## src/hw/rtl/chgw_pkg.sv

```systemverilog
// ----------------------------------------------------------------------------
// chgw_pkg: shared types for the gift-wrap convex hull block
// Holds the sequencer state encoding used by the hull top level.
// ----------------------------------------------------------------------------
package chgw_pkg;

    typedef enum logic [3:0] {
        ST_IDLE,
        ST_FEW,
        ST_MIN_RD,
        ST_MIN_CMP,
        ST_CUR_RD,
        ST_CUR_LAT,
        ST_CAND_RD,
        ST_CAND_DIFF,
        ST_CAND_MUL,
        ST_CAND_DEC,
        ST_EMIT
    } state_t;

endpackage

```

## src/hw/rtl/chgw_ram.sv

```systemverilog
// ----------------------------------------------------------------------------
// chgw_ram: generic simple dual-port RAM
// One write port and one read port; read data is registered.
// ----------------------------------------------------------------------------
module chgw_ram #(
    parameter int WIDTH = 16,
    parameter int DEPTH = 64
) (
    input  logic                     clk,
    input  logic                     we,
    input  logic [$clog2(DEPTH)-1:0] waddr,
    input  logic [WIDTH-1:0]         wdata,
    input  logic [$clog2(DEPTH)-1:0] raddr,
    output logic [WIDTH-1:0]         rdata
);

    logic [WIDTH-1:0] mem_reg [DEPTH];
    logic [WIDTH-1:0] rdata_reg;

    always_ff @(posedge clk)
    begin
        if (we)
        begin
            mem_reg[waddr] <= wdata;
        end
        rdata_reg <= mem_reg[raddr];
    end

    assign rdata = rdata_reg;

endmodule

```

## src/hw/rtl/convex_hull_gift_wrap_top.sv

```systemverilog
// ----------------------------------------------------------------------------
// convex_hull_gift_wrap_top: convex hull by gift wrapping over loaded points
// Stores points in two coordinate RAMs, then walks the hull counterclockwise
// and emits the load-order index of each hull point.
// ----------------------------------------------------------------------------
// Usage: load one point per cycle while busy is low (start high). A point
// with final_point set closes the set and raises busy for the walk. Results
// come out as single-cycle strobes on hull_valid and cannot be held off; the
// word with hull_last set ends the set, and busy is already low when it
// appears. Finding the leftmost start point reads and compares each stored
// point in turn; each hull point reads its own coordinates, then every candidate
// goes through a read of the coordinate RAMs, a difference stage, a
// cross-product multiply stage and a decision stage before the next one may
// use the updated pick. A set with fewer than three points gives one word
// with too_few set, by way of the ST_FEW state. Points beyond MAX_POINTS are
// dropped.
// ----------------------------------------------------------------------------
module convex_hull_gift_wrap_top
    import chgw_pkg::*;
#(
    parameter int MAX_POINTS = 64,
    parameter int COORD_BITS = 16
) (
    input  logic                          clk,
    input  logic                          rst_n,
    input  logic                          start,
    output logic                          busy,
    input  logic [COORD_BITS-1:0]         px,
    input  logic [COORD_BITS-1:0]         py,
    input  logic                          final_point,
    output logic                          hull_valid,
    output logic [$clog2(MAX_POINTS)-1:0] hull_index,
    output logic                          hull_last,
    output logic                          too_few
);

    localparam int IW = $clog2(MAX_POINTS);
    localparam int CW = $clog2(MAX_POINTS + 1);
    localparam int DW = COORD_BITS + 1;
    localparam int PW = 2 * DW;

    state_t state_reg, state_next;

    logic [CW-1:0] count_reg, count_next;
    logic [IW-1:0] i_reg, i_next;
    logic [CW-1:0] k_reg, k_next;
    logic          have_reg, have_next;
    logic          hull_valid_reg, hull_valid_next;

    logic [IW-1:0] start_reg, start_next;
    logic [IW-1:0] cur_reg, cur_next;
    logic [IW-1:0] pick_reg, pick_next;
    logic signed [COORD_BITS-1:0] minx_reg, minx_next;
    logic signed [COORD_BITS-1:0] cx_reg, cx_next;
    logic signed [COORD_BITS-1:0] cy_reg, cy_next;
    logic signed [DW-1:0] dx_reg, dx_next;
    logic signed [DW-1:0] dy_reg, dy_next;
    logic signed [DW-1:0] pdx_reg, pdx_next;
    logic signed [DW-1:0] pdy_reg, pdy_next;
    logic signed [PW-1:0] m1_reg, m1_next;
    logic signed [PW-1:0] m2_reg, m2_next;
    logic [IW-1:0] hull_index_reg, hull_index_next;
    logic          hull_last_reg, hull_last_next;
    logic          too_few_reg, too_few_next;

    logic          accept;
    logic          store_ok;
    logic [CW-1:0] n_load;
    logic          last_i;
    logic          walk_done;

    logic                  ram_we;
    logic [IW-1:0]         ram_raddr;
    logic [COORD_BITS-1:0] x_rdata;
    logic [COORD_BITS-1:0] y_rdata;

    logic          coinc;
    logic          same_dir;
    logic          take;
    logic [DW-1:0] dx_mag, dy_mag, pdx_mag, pdy_mag;
    logic [DW:0]   d_sum, p_sum;

    // ------------------------------------------------------------------
    // Point storage
    // ------------------------------------------------------------------
    chgw_ram #(
        .WIDTH(COORD_BITS),
        .DEPTH(MAX_POINTS)
    ) u_x_ram (
        .clk  (clk),
        .we   (ram_we),
        .waddr(count_reg[IW-1:0]),
        .wdata(px),
        .raddr(ram_raddr),
        .rdata(x_rdata)
    );

    chgw_ram #(
        .WIDTH(COORD_BITS),
        .DEPTH(MAX_POINTS)
    ) u_y_ram (
        .clk  (clk),
        .we   (ram_we),
        .waddr(count_reg[IW-1:0]),
        .wdata(py),
        .raddr(ram_raddr),
        .rdata(y_rdata)
    );

    assign busy      = (state_reg != ST_IDLE);
    assign accept    = start && !busy;
    assign store_ok  = (count_reg < CW'(MAX_POINTS));
    assign ram_we    = accept && store_ok;
    assign n_load    = store_ok ? (count_reg + CW'(1)) : count_reg;
    assign ram_raddr = (state_reg == ST_CUR_RD) ? cur_reg : i_reg;
    assign last_i    = ((CW'(i_reg) + CW'(1)) == count_reg);
    assign walk_done = !have_reg || (pick_reg == start_reg) ||
                       ((k_reg + CW'(1)) >= count_reg);

    // ------------------------------------------------------------------
    // Candidate decision: take the first candidate that is not on the current point; then replace
    // the pick when the candidate is clockwise of it, or collinear in the same direction and farther out.
    // ------------------------------------------------------------------
    always_comb
    begin
        dx_mag   = dx_reg[DW-1]  ? DW'(-dx_reg)  : DW'(dx_reg);
        dy_mag   = dy_reg[DW-1]  ? DW'(-dy_reg)  : DW'(dy_reg);
        pdx_mag  = pdx_reg[DW-1] ? DW'(-pdx_reg) : DW'(pdx_reg);
        pdy_mag  = pdy_reg[DW-1] ? DW'(-pdy_reg) : DW'(pdy_reg);
        d_sum    = {1'b0, dx_mag} + {1'b0, dy_mag};
        p_sum    = {1'b0, pdx_mag} + {1'b0, pdy_mag};
        coinc    = (dx_reg == '0) && (dy_reg == '0);
        same_dir = ((dx_reg == '0) == (pdx_reg == '0)) && (dx_reg[DW-1] == pdx_reg[DW-1]) &&
                   ((dy_reg == '0) == (pdy_reg == '0)) && (dy_reg[DW-1] == pdy_reg[DW-1]);
        take = 1'b0;
        if (!coinc)
        begin
            if (!have_reg)
            begin
                take = 1'b1;
            end
            else if (m1_reg < m2_reg)
            begin
                take = 1'b1;
            end
            else if ((m1_reg == m2_reg) && same_dir)
            begin
                // the start point always wins a collinear tie so the walk closes
                if (i_reg == start_reg)
                begin
                    take = 1'b1;
                end
                else if ((pick_reg != start_reg) && (d_sum > p_sum))
                begin
                    take = 1'b1;
                end
            end
        end
    end

    // ------------------------------------------------------------------
    // Next state
    // ------------------------------------------------------------------
    always_comb
    begin
        state_next = state_reg;
        unique case (state_reg)
            ST_IDLE:
            begin
                if (accept && final_point)
                begin
                    state_next = (n_load < CW'(3)) ? ST_FEW : ST_MIN_RD;
                end
            end
            ST_FEW:       state_next = ST_IDLE;
            ST_MIN_RD:    state_next = ST_MIN_CMP;
            ST_MIN_CMP:   state_next = last_i ? ST_CUR_RD : ST_MIN_RD;
            ST_CUR_RD:    state_next = ST_CUR_LAT;
            ST_CUR_LAT:   state_next = ST_CAND_RD;
            ST_CAND_RD:   state_next = ST_CAND_DIFF;
            ST_CAND_DIFF: state_next = ST_CAND_MUL;
            ST_CAND_MUL:  state_next = ST_CAND_DEC;
            ST_CAND_DEC:  state_next = last_i ? ST_EMIT : ST_CAND_RD;
            ST_EMIT:      state_next = walk_done ? ST_IDLE : ST_CUR_RD;
            default:      state_next = ST_IDLE;
        endcase
    end

    // ------------------------------------------------------------------
    // Datapath and outputs
    // ------------------------------------------------------------------
    always_comb
    begin
        count_next      = count_reg;
        i_next          = i_reg;
        k_next          = k_reg;
        have_next       = have_reg;
        start_next      = start_reg;
        cur_next        = cur_reg;
        pick_next       = pick_reg;
        minx_next       = minx_reg;
        cx_next         = cx_reg;
        cy_next         = cy_reg;
        dx_next         = dx_reg;
        dy_next         = dy_reg;
        pdx_next        = pdx_reg;
        pdy_next        = pdy_reg;
        m1_next         = m1_reg;
        m2_next         = m2_reg;
        hull_valid_next = 1'b0;
        hull_index_next = hull_index_reg;
        hull_last_next  = hull_last_reg;
        too_few_next    = too_few_reg;

        unique case (state_reg)
            ST_IDLE:
            begin
                if (accept)
                begin
                    count_next = n_load;
                    i_next     = '0;
                end
            end
            ST_FEW:
            begin
                hull_valid_next = 1'b1;
                hull_index_next = '0;
                hull_last_next  = 1'b1;
                too_few_next    = 1'b1;
                count_next      = '0;
            end
            ST_MIN_RD:
            begin
            end
            ST_MIN_CMP:
            begin
                // keep the first point with the least x
                if ((i_reg == '0) || ($signed(x_rdata) < minx_reg))
                begin
                    minx_next  = $signed(x_rdata);
                    start_next = i_reg;
                end
                if (last_i)
                begin
                    cur_next = ((i_reg == '0) || ($signed(x_rdata) < minx_reg)) ?
                               i_reg : start_reg;
                    k_next   = '0;
                    i_next   = '0;
                end
                else
                begin
                    i_next = i_reg + IW'(1);
                end
            end
            ST_CUR_RD:
            begin
            end
            ST_CUR_LAT:
            begin
                cx_next   = $signed(x_rdata);
                cy_next   = $signed(y_rdata);
                have_next = 1'b0;
                i_next    = '0;
            end
            ST_CAND_RD:
            begin
            end
            ST_CAND_DIFF:
            begin
                dx_next = $signed({x_rdata[COORD_BITS-1], x_rdata}) -
                          $signed({cx_reg[COORD_BITS-1], cx_reg});
                dy_next = $signed({y_rdata[COORD_BITS-1], y_rdata}) -
                          $signed({cy_reg[COORD_BITS-1], cy_reg});
            end
            ST_CAND_MUL:
            begin
                m1_next = pdx_reg * dy_reg;
                m2_next = pdy_reg * dx_reg;
            end
            ST_CAND_DEC:
            begin
                if (take)
                begin
                    pick_next = i_reg;
                    pdx_next  = dx_reg;
                    pdy_next  = dy_reg;
                    have_next = 1'b1;
                end
                if (!last_i)
                begin
                    i_next = i_reg + IW'(1);
                end
            end
            ST_EMIT:
            begin
                hull_valid_next = 1'b1;
                hull_index_next = cur_reg;
                hull_last_next  = walk_done;
                too_few_next    = 1'b0;
                if (walk_done)
                begin
                    count_next = '0;
                end
                else
                begin
                    cur_next = pick_reg;
                    k_next   = k_reg + CW'(1);
                end
            end
            default:
            begin
            end
        endcase
    end

    // ------------------------------------------------------------------
    // Registers
    // ------------------------------------------------------------------
    always_ff @(posedge clk or negedge rst_n)
    begin
        if (!rst_n)
        begin
            state_reg      <= ST_IDLE;
            count_reg      <= '0;
            i_reg          <= '0;
            k_reg          <= '0;
            have_reg       <= 1'b0;
            hull_valid_reg <= 1'b0;
        end
        else
        begin
            state_reg      <= state_next;
            count_reg      <= count_next;
            i_reg          <= i_next;
            k_reg          <= k_next;
            have_reg       <= have_next;
            hull_valid_reg <= hull_valid_next;
        end
    end

    always_ff @(posedge clk)
    begin
        start_reg      <= start_next;
        cur_reg        <= cur_next;
        pick_reg       <= pick_next;
        minx_reg       <= minx_next;
        cx_reg         <= cx_next;
        cy_reg         <= cy_next;
        dx_reg         <= dx_next;
        dy_reg         <= dy_next;
        pdx_reg        <= pdx_next;
        pdy_reg        <= pdy_next;
        m1_reg         <= m1_next;
        m2_reg         <= m2_next;
        hull_index_reg <= hull_index_next;
        hull_last_reg  <= hull_last_next;
        too_few_reg    <= too_few_next;
    end

    assign hull_valid = hull_valid_reg;
    assign hull_index = hull_index_reg;
    assign hull_last  = hull_last_reg;
    assign too_few    = too_few_reg;

`ifndef SYNTHESIS
    a_strobe_source: assert property (@(posedge clk) disable iff (!rst_n)
        hull_valid |-> ($past(state_reg) == ST_EMIT || $past(state_reg) == ST_FEW))
        else $error("result strobe without an emit state");

    a_few_is_last: assert property (@(posedge clk) disable iff (!rst_n)
        (hull_valid && too_few) |-> hull_last)
        else $error("too_few word not marked last");

    a_count_bound: assert property (@(posedge clk) disable iff (!rst_n)
        count_reg <= CW'(MAX_POINTS))
        else $error("point count beyond store depth");

    a_cand_in_set: assert property (@(posedge clk) disable iff (!rst_n)
        (state_reg == ST_CAND_DEC) |-> (CW'(i_reg) < count_reg))
        else $error("candidate index outside loaded set");

    a_last_idles: assert property (@(posedge clk) disable iff (!rst_n)
        (state_reg == ST_EMIT && walk_done) |=> !busy)
        else $error("walk did not end after last hull word");
`endif

endmodule
```

## config.mk

```make
export PLATFORM = sky130hd
export DESIGN_NAME = convex_hull_gift_wrap_top
export DESIGN_NICKNAME = d
export VERILOG_FILES = /design/src/hw/rtl/chgw_pkg.sv /design/src/hw/rtl/chgw_ram.sv /design/src/hw/rtl/convex_hull_gift_wrap_top.sv
export SDC_FILE = /design/constraint.sdc
export NUM_CORES = 2
export LEC_CHECK = 0
export BUFFER_PORTS_ARGS = -buffer_cell sky130_fd_sc_hd__clkbuf_2
export CAP_MARGIN = 30
export CORE_MARGIN = 5
export CORE_UTILIZATION = 50
export CTS_CLUSTER_SIZE = 40
export DETAILED_ROUTE_END_ITERATION = 7
export PLACE_DENSITY_LB_ADDON = 0.2
export SLEW_MARGIN = 20
export SYNTH_ARGS = -nofsm -noshare
export SYNTH_HDL_FRONTEND = slang
export SYNTH_SLANG_ARGS = --single-unit
export TNS_END_PERCENT = 10
```

## constraint.sdc

```tcl
create_clock -name clk -period 6.4 [get_ports clk]
set_input_delay 0.96 -clock clk [delete_from_list [all_inputs] [get_ports clk]]
set_output_delay 0.96 -clock clk [all_outputs]
set_load 0.02 [all_outputs]
```

After elaboration in Yosys (flattened, before gate mapping)
Memories as Yosys holds them, arrays and structs flattened. A register that Yosys moved wholly into a read port is not among the register bits.
Cells that the tools add are included.
W data, S select, Z words.

storage, ports and cells
  bits in registers = 236
  bits in writable memories = 2,048
  bits of input ports = 36
  word-level logic and storage cells = 142
  memories = 2

cells by class
  add/sub/neg operators = 12
  multipliers = 2
  order comparisons = 6
  equal/unequal tests = 26
  multiplexer cells = 40
  reductions and logical operators = 33

memory list
  memory           depth  width  read ports  clocked after Yosys merged registers in  write ports  line            source
  u_x_ram.mem_reg  64     16     1           1                                        1            chgw_ram.sv:17  logic [WIDTH-1:0] mem_reg [DEPTH];
  u_y_ram.mem_reg  64     16     1           1                                        1            chgw_ram.sv:17

operators by type and width
  operator               number
  $logic_not A17 Y1      4
  $mul A17 B17 Y34       2
  $mux W17               4
  $neg A17 Y17           4
  $mux W6                7
  $pmux W4 S10           1
  $add A17 B17 Y18       2
  $mux W7                5
  $eq A34 B34 Y1         1
  $lt A34 B34 Y1         1
  $sub A16 B16 Y17       2
  $pmux W6 S2            2
  $pmux W6 S4            1
  $pmux W7 S3            1
  $gt A18 B18 Y1         1
  $eq A4 B3 Y1 const B   4
  $lt A16 B16 Y1         1
  $add A7 B1 Y7 const B  2
  $ne A2 B2 Y1 const B   7
  $pmux W7 S2            1
  $eq A4 B4 Y1 const B   3
  $eq A6 B6 Y1           2
  $mux W1                10
  $logic_and A1 B1 Y1    9
  24 further kinds       42

Depth between registers and ports, before layout
  word-level depth = 13
  depth in mapped cells = 26
  gate-level depth less buffers = 24

By module
Synthesis repeated with hierarchy kept, for this count alone.

unflattened totals
  cells, all modules = 7,380
  area total of the unflattened synthesis = 116,035.0 sq um

by module, submodules not included
  module                     times used  cells an instance  area each (sq um)  seq. area each (sq um)
  chgw_ram                   2           1,829              40,042.2           31,069.8
  convex_hull_gift_wrap_top  1           3,722              35,950.7           6,956.7

Worst setup path before layout
Ideal clock, no wire load.

  path kind = register -> register
  start = reg dy_reg[6]
  end = reg pdx_reg[0] (enable)
  library setup time = 0.451 ns
  arrival time = 6.392 ns
  data required time = 5.949 ns
  path slack = -0.443 ns
  cell stages (with the launch flop) = 19
  path buffers = 1
  cells stage by stage = edfxtp_1 clkbuf_1 or4_1 or4_1 o21ai_0 xnor2_1 ha_1 or3_1 a2111oi_0 o31ai_1 a21oi_1 xnor2_1 ha_1 o21a_1 o22ai_1 nor3_1 o2111ai_1 a211o_1 a21oi_1

between the ends
  longest elaborated chain between the ends = 12
  elaborated cells between the ends (all ways) = 18
  those cells by class = add/sub (2); order compare (1); eq/ne (1); mux (7); reduce/logical (7)

ends and longest elaborated chain
  what                                  line                              source
  from (decl)                           convex_hull_gift_wrap_top.sv:57   logic signed [DW-1:0] dy_reg, dy_next;
  from (signal assigned)                convex_hull_gift_wrap_top.sv:350  dy_reg <= dy_next;
  $neg A17 Y17                          convex_hull_gift_wrap_top.sv:127  dy_mag = dy_reg[DW-1] ? DW'(-dy_reg) : DW'(dy_reg);
  $mux W17                              convex_hull_gift_wrap_top.sv:127
  $add A17 B17 Y18                      convex_hull_gift_wrap_top.sv:130  d_sum = {1'b0, dx_mag} + {1'b0, dy_mag};
  $gt A18 B18 Y1                        convex_hull_gift_wrap_top.sv:153  else if ((pick_reg != start_reg) && (d_sum > p_sum))
  $logic_and A1 B1 Y1                   convex_hull_gift_wrap_top.sv:153
  $mux W1                               convex_hull_gift_wrap_top.sv:153
  $mux W1                               convex_hull_gift_wrap_top.sv:149  if (i_reg == start_reg)
  $mux W1                               convex_hull_gift_wrap_top.sv:146  else if ((m1_reg == m2_reg) && same_dir)
  $mux W1                               convex_hull_gift_wrap_top.sv:142  else if (m1_reg < m2_reg)
  $mux W1                               convex_hull_gift_wrap_top.sv:138  if (!have_reg)
  $mux W1 *                             convex_hull_gift_wrap_top.sv:136  if (!coinc)
  $reduce_and A2 Y1 (no source line) *  -
  to (signal assigned)                  convex_hull_gift_wrap_top.sv:351  pdx_reg <= pdx_next;
  to (decl)                             convex_hull_gift_wrap_top.sv:58   logic signed [DW-1:0] pdx_reg, pdx_next;

Mark *: on every way between the ends. The rest lies on a longest branch, timed or not.
A chain may end at the register's enable or synchronous reset.

Worst setup path after layout
  start = reg dx_reg[11]
  end = reg m2_reg[30] (data pin)

between the ends
  longest elaborated chain between the ends = 1

ends and longest elaborated chain
  what                    line                              source
  from (decl)             convex_hull_gift_wrap_top.sv:56   logic signed [DW-1:0] dx_reg, dx_next;
  from (signal assigned)  convex_hull_gift_wrap_top.sv:349  dx_reg <= dx_next;
  $mul A17 B17 Y34        convex_hull_gift_wrap_top.sv:278  m2_next = pdy_reg * dx_reg;
  to (signal assigned)    convex_hull_gift_wrap_top.sv:354  m2_reg <= m2_next;
  to (decl)               convex_hull_gift_wrap_top.sv:61   logic signed [PW-1:0] m2_reg, m2_next;

No other way between the ends.

==> results by group <==
Worst setup path
  – Worst path slowest cell: fa_1
  – Crit-path cells: buf_12 > and2_1 > fa_1 > inv_1 > fa_1 > inv_1 > fa_1 > fa_1 > fa_1 > inv_1 > fa_1 > inv_1 > ha_1 > o21ai_1 > a21oi_2 > nor3_1 > a21oi_1 > a31oi_4 > buf_4 > o211ai_1 > a41o_1 > nor2_1 > xnor2_2
  – FF-to-FF path depth: 23
  – Cell mode on critical path: fa_1
  – Crit-path max cell delay: 0.53 ns
  – Crit-path max FO: 17
  – CP startpoint: dx_reg[11]
  – Crit. End Element: flip-flop
  – Worst endpoint required time: 7.05 ns
  – CP Launch Type: flip-flop
  – Worst setup path class: flip-flop to flip-flop
  – R2R Setup Slk: 0.16 ns
  – End of the critical path: m2_reg[30]
  – Critical R2R Capture: m2_reg[30]
  – R2r startpoint: dx_reg[11]
  – CP Data Arrival Time: 6.88 ns

Clocking
  – H-tree level count: 4
  – CTS root buf: clkbuf_16
  – Num Clock Sinks: 2316
  – Num CTS Buffers: 231
  – Hold_buf cts: 0
  – Worst-path clk slew: 0.06 ns
  – Clk_lat worst skew: 0.88 ns
  – CTS tree: built
  – CTS Buffer Depth: 3

Timing
  – Final setup viols: 0
  – Share of the cycle needed by the critical path after routing: 97.48%
  – Fin worst setup slack: 0.1610 ns
  – Worst slew margin: 29.38%
  – Final Max Tran Viols: 0
  – Layout Skew: 0.08405 ns
  – Final Critical Period: 6.239 ns
  – Fmax: 0.1603 GHz
  – Final hold vios: 0
  – Final TNS setup: 0 ns
  – RSZ-0062 raised after global routing: true
  – Worst Tran Pin Value: 1.052 ns

Power and ir drop
  – Leakage: 47.01 nW
  – Maximum VDD drop: 0.2990 mV
  – PD cells: 230.6 nW/µm²

Placement
  – Inst Count DP: 10585
  – Pre-CTS setup slack: -0.1239 ns
  – IO buf count: 45
  – Dpl hpwl: 197.8 mm
  – GP Congestion: 0.8988
  – Post-Place Cell Area: 123100 µm²

GRT
  – Total track usage: 25.35%
  – Grt ovf: 0
  – First-pass GRT wire length: 452.2 mm
  – Vias in the first global route: 67937
  – Largest net degree at the start of global routing: 92
  – Initial antenna violation count: 6

Run status
  – Failing checks: antenna rules
  – Status: finished, violations left

Detailed routing
  – Final WL: 303.7 mm
  – Antenna Violating Nets Remaining: 1
  – Starting DRT DRC Count: 6301
  – WL met3: 19.09 mm
  – Remaining DRCs: 0
  – Metal2 WL: 153.0 mm
  – Per-cell routed wire length: 27.51 µm
  – Wl on met1: 122.0 mm
  – Max layer used: met4
  – Drt pass-1 iters: 5
  – Vias per inst: 5.909
  – Vias: 65227

Yosys
  – Area leader, netlist: edfxtp_1
  – Most common cell in the netlist: edfxtp_1
  – Primary FF master, synth: edfxtp_1
  – EDFF count, synth: 2258
  – Mapped Cells: 7369
  – Synth top area cells: edfxtp_1 (59%), fa_1 (10%), mux4_2 (10%)
  – Post-synth top area share: 58.80%
  – Synthesized cell area: 115300 µm²
  – Average cell area after synthesis: 15.65 µm²
  – Seq cells post-synth: 2316
  – Top cells by count, synth: edfxtp_1 (2258), inv_1 (766), nand2_1 (646)
  – Asr flop ratio synth: 1.123%
  – Sequential area share after synthesis: 59.92%
  – Netlist cell types: 69
  – Synthesis warning total: 0
  – Post-Syn Nets: 8319

Cells and area
  – Finished Layout Cells: 11039
  – Fin area: 131100 µm²
  – Layout Area Growth over Synthesis: 13.65%
  – Net count, final: 8754
  – Share of cells above drive strength 1: 19.64%
  – Fill cell count: 17712

Die
  – Die H: 490.3 µm
  – Die width: 490.3 µm
  – # rows: 176
  – Initial Utilization: 50.21%
  – Full die area: 240400 µm²
  – Core ar.: 229700 µm²
  – Ports: 46

Hold path
  – Hold WC Path Type: input pin to asynchronous set/reset pin

Flow run
  – # Max-Cap Violations: 0
-- critical path: cells and delay by family, from the launching register on --
| kind | cells | cell delay [ns] |
|---|---|---|
| AND/OR/NAND/NOR | 3 | 0.32 |
| XOR/XNOR | 1 | 0.29 |
| adder cells (fa/ha/maj) | 7 | 3.24 |
| buffers and inverters | 6 | 0.55 |
| flip-flops | 1 | 0.43 |
| AO/OA/AOI/OAI | 6 | 1.16 |
-- metrics by stage --
step,hold slack (ns),power [W],utilization [%]
finish,0.1434,0.03023,57.07
global route,0.1619,0.03112,57.06
CTS,0.1047,0.03045,56.88
detailed placement,0.4285,0.01719,53.59
global placement,0.4199,0.01717,53.50
floorplan,0.4082,0.01693,-
-- kinds of logic after synthesis --
group / share of synthesized area [%]
AOI/OAI and AO/OA: 4.500
xor gates and xnor gates: 1.554
adders and majority gates: 13.80
buffers and inverters: 3.847
DFF: 59.92
muxes: 10.21
and+or+nand+nor: 6.174
-- area by class of cell --
cell class	instances	area (µm²)	area share [%]
Antenna cell	10	25.02	0.01909
Clock buffer	286	6158	4.699
Clock inverter	146	1393	1.063
Inverter	768	2883	2.199
Multi-Input combinational cell	3913	42660	32.55
Sequential cell	2316	69100	52.72
Tap cell	3026	3786	2.889
Timing Repair Buffer	574	5064	3.863
-- cells in the final DEF (no fill, tap or decap), types with 125 or more instances in the layout --
master	n
a211oi_1	171
a21oi_1	167
and2_1	391
buf_4	446
clkbuf_16	232
edfxtp_1	2258
fa_1	592
ha_1	313
inv_1	764
mux4_2	512
nand2_1	643
nor2_1	125
xnor2_1	164
-- metal layers --
layer | track usage [%] | vias up
li1 | - | 27913
met2 | 43.28 | 2356
met5 | 0 | -
met3 | 3.273 | 425
met4 | 7.394 | 0
met1 | 34.46 | 34533
-- how the worst min path moves through the flow --
stage / startpoint / end / slack [ns] / cells after the start
floorplan: u_y_ram.rdata[0] / cy_reg[0] / 0.41 / 0
global placement: u_y_ram.rdata[14] / cy_reg[14] / 0.42 / 0
detailed placement: u_y_ram.rdata[14] / cy_reg[14] / 0.43 / 0
CTS: rst_n / state_reg[2] / 0.10 / 1
global route: rst_n / k_reg[5] / 0.16 / 1
finish: rst_n / state_reg[2] / 0.14 / 1
-- timing repair --
item	CTS	global route
gates resized for setup	4	62
setup buffers	0	8
endpoints found under the setup margin	8	21
pin swaps	0	32
-- report_power, final --
group / internal (W) / switching, W
Clock: 0.00743 / 0.00594
Sequential: 0.0166 / 0
Combinational: 0.0000211 / 0.000233
Total: 0.0241 / 0.00617
Note: power is estimated with default switching activity, not from simulation.
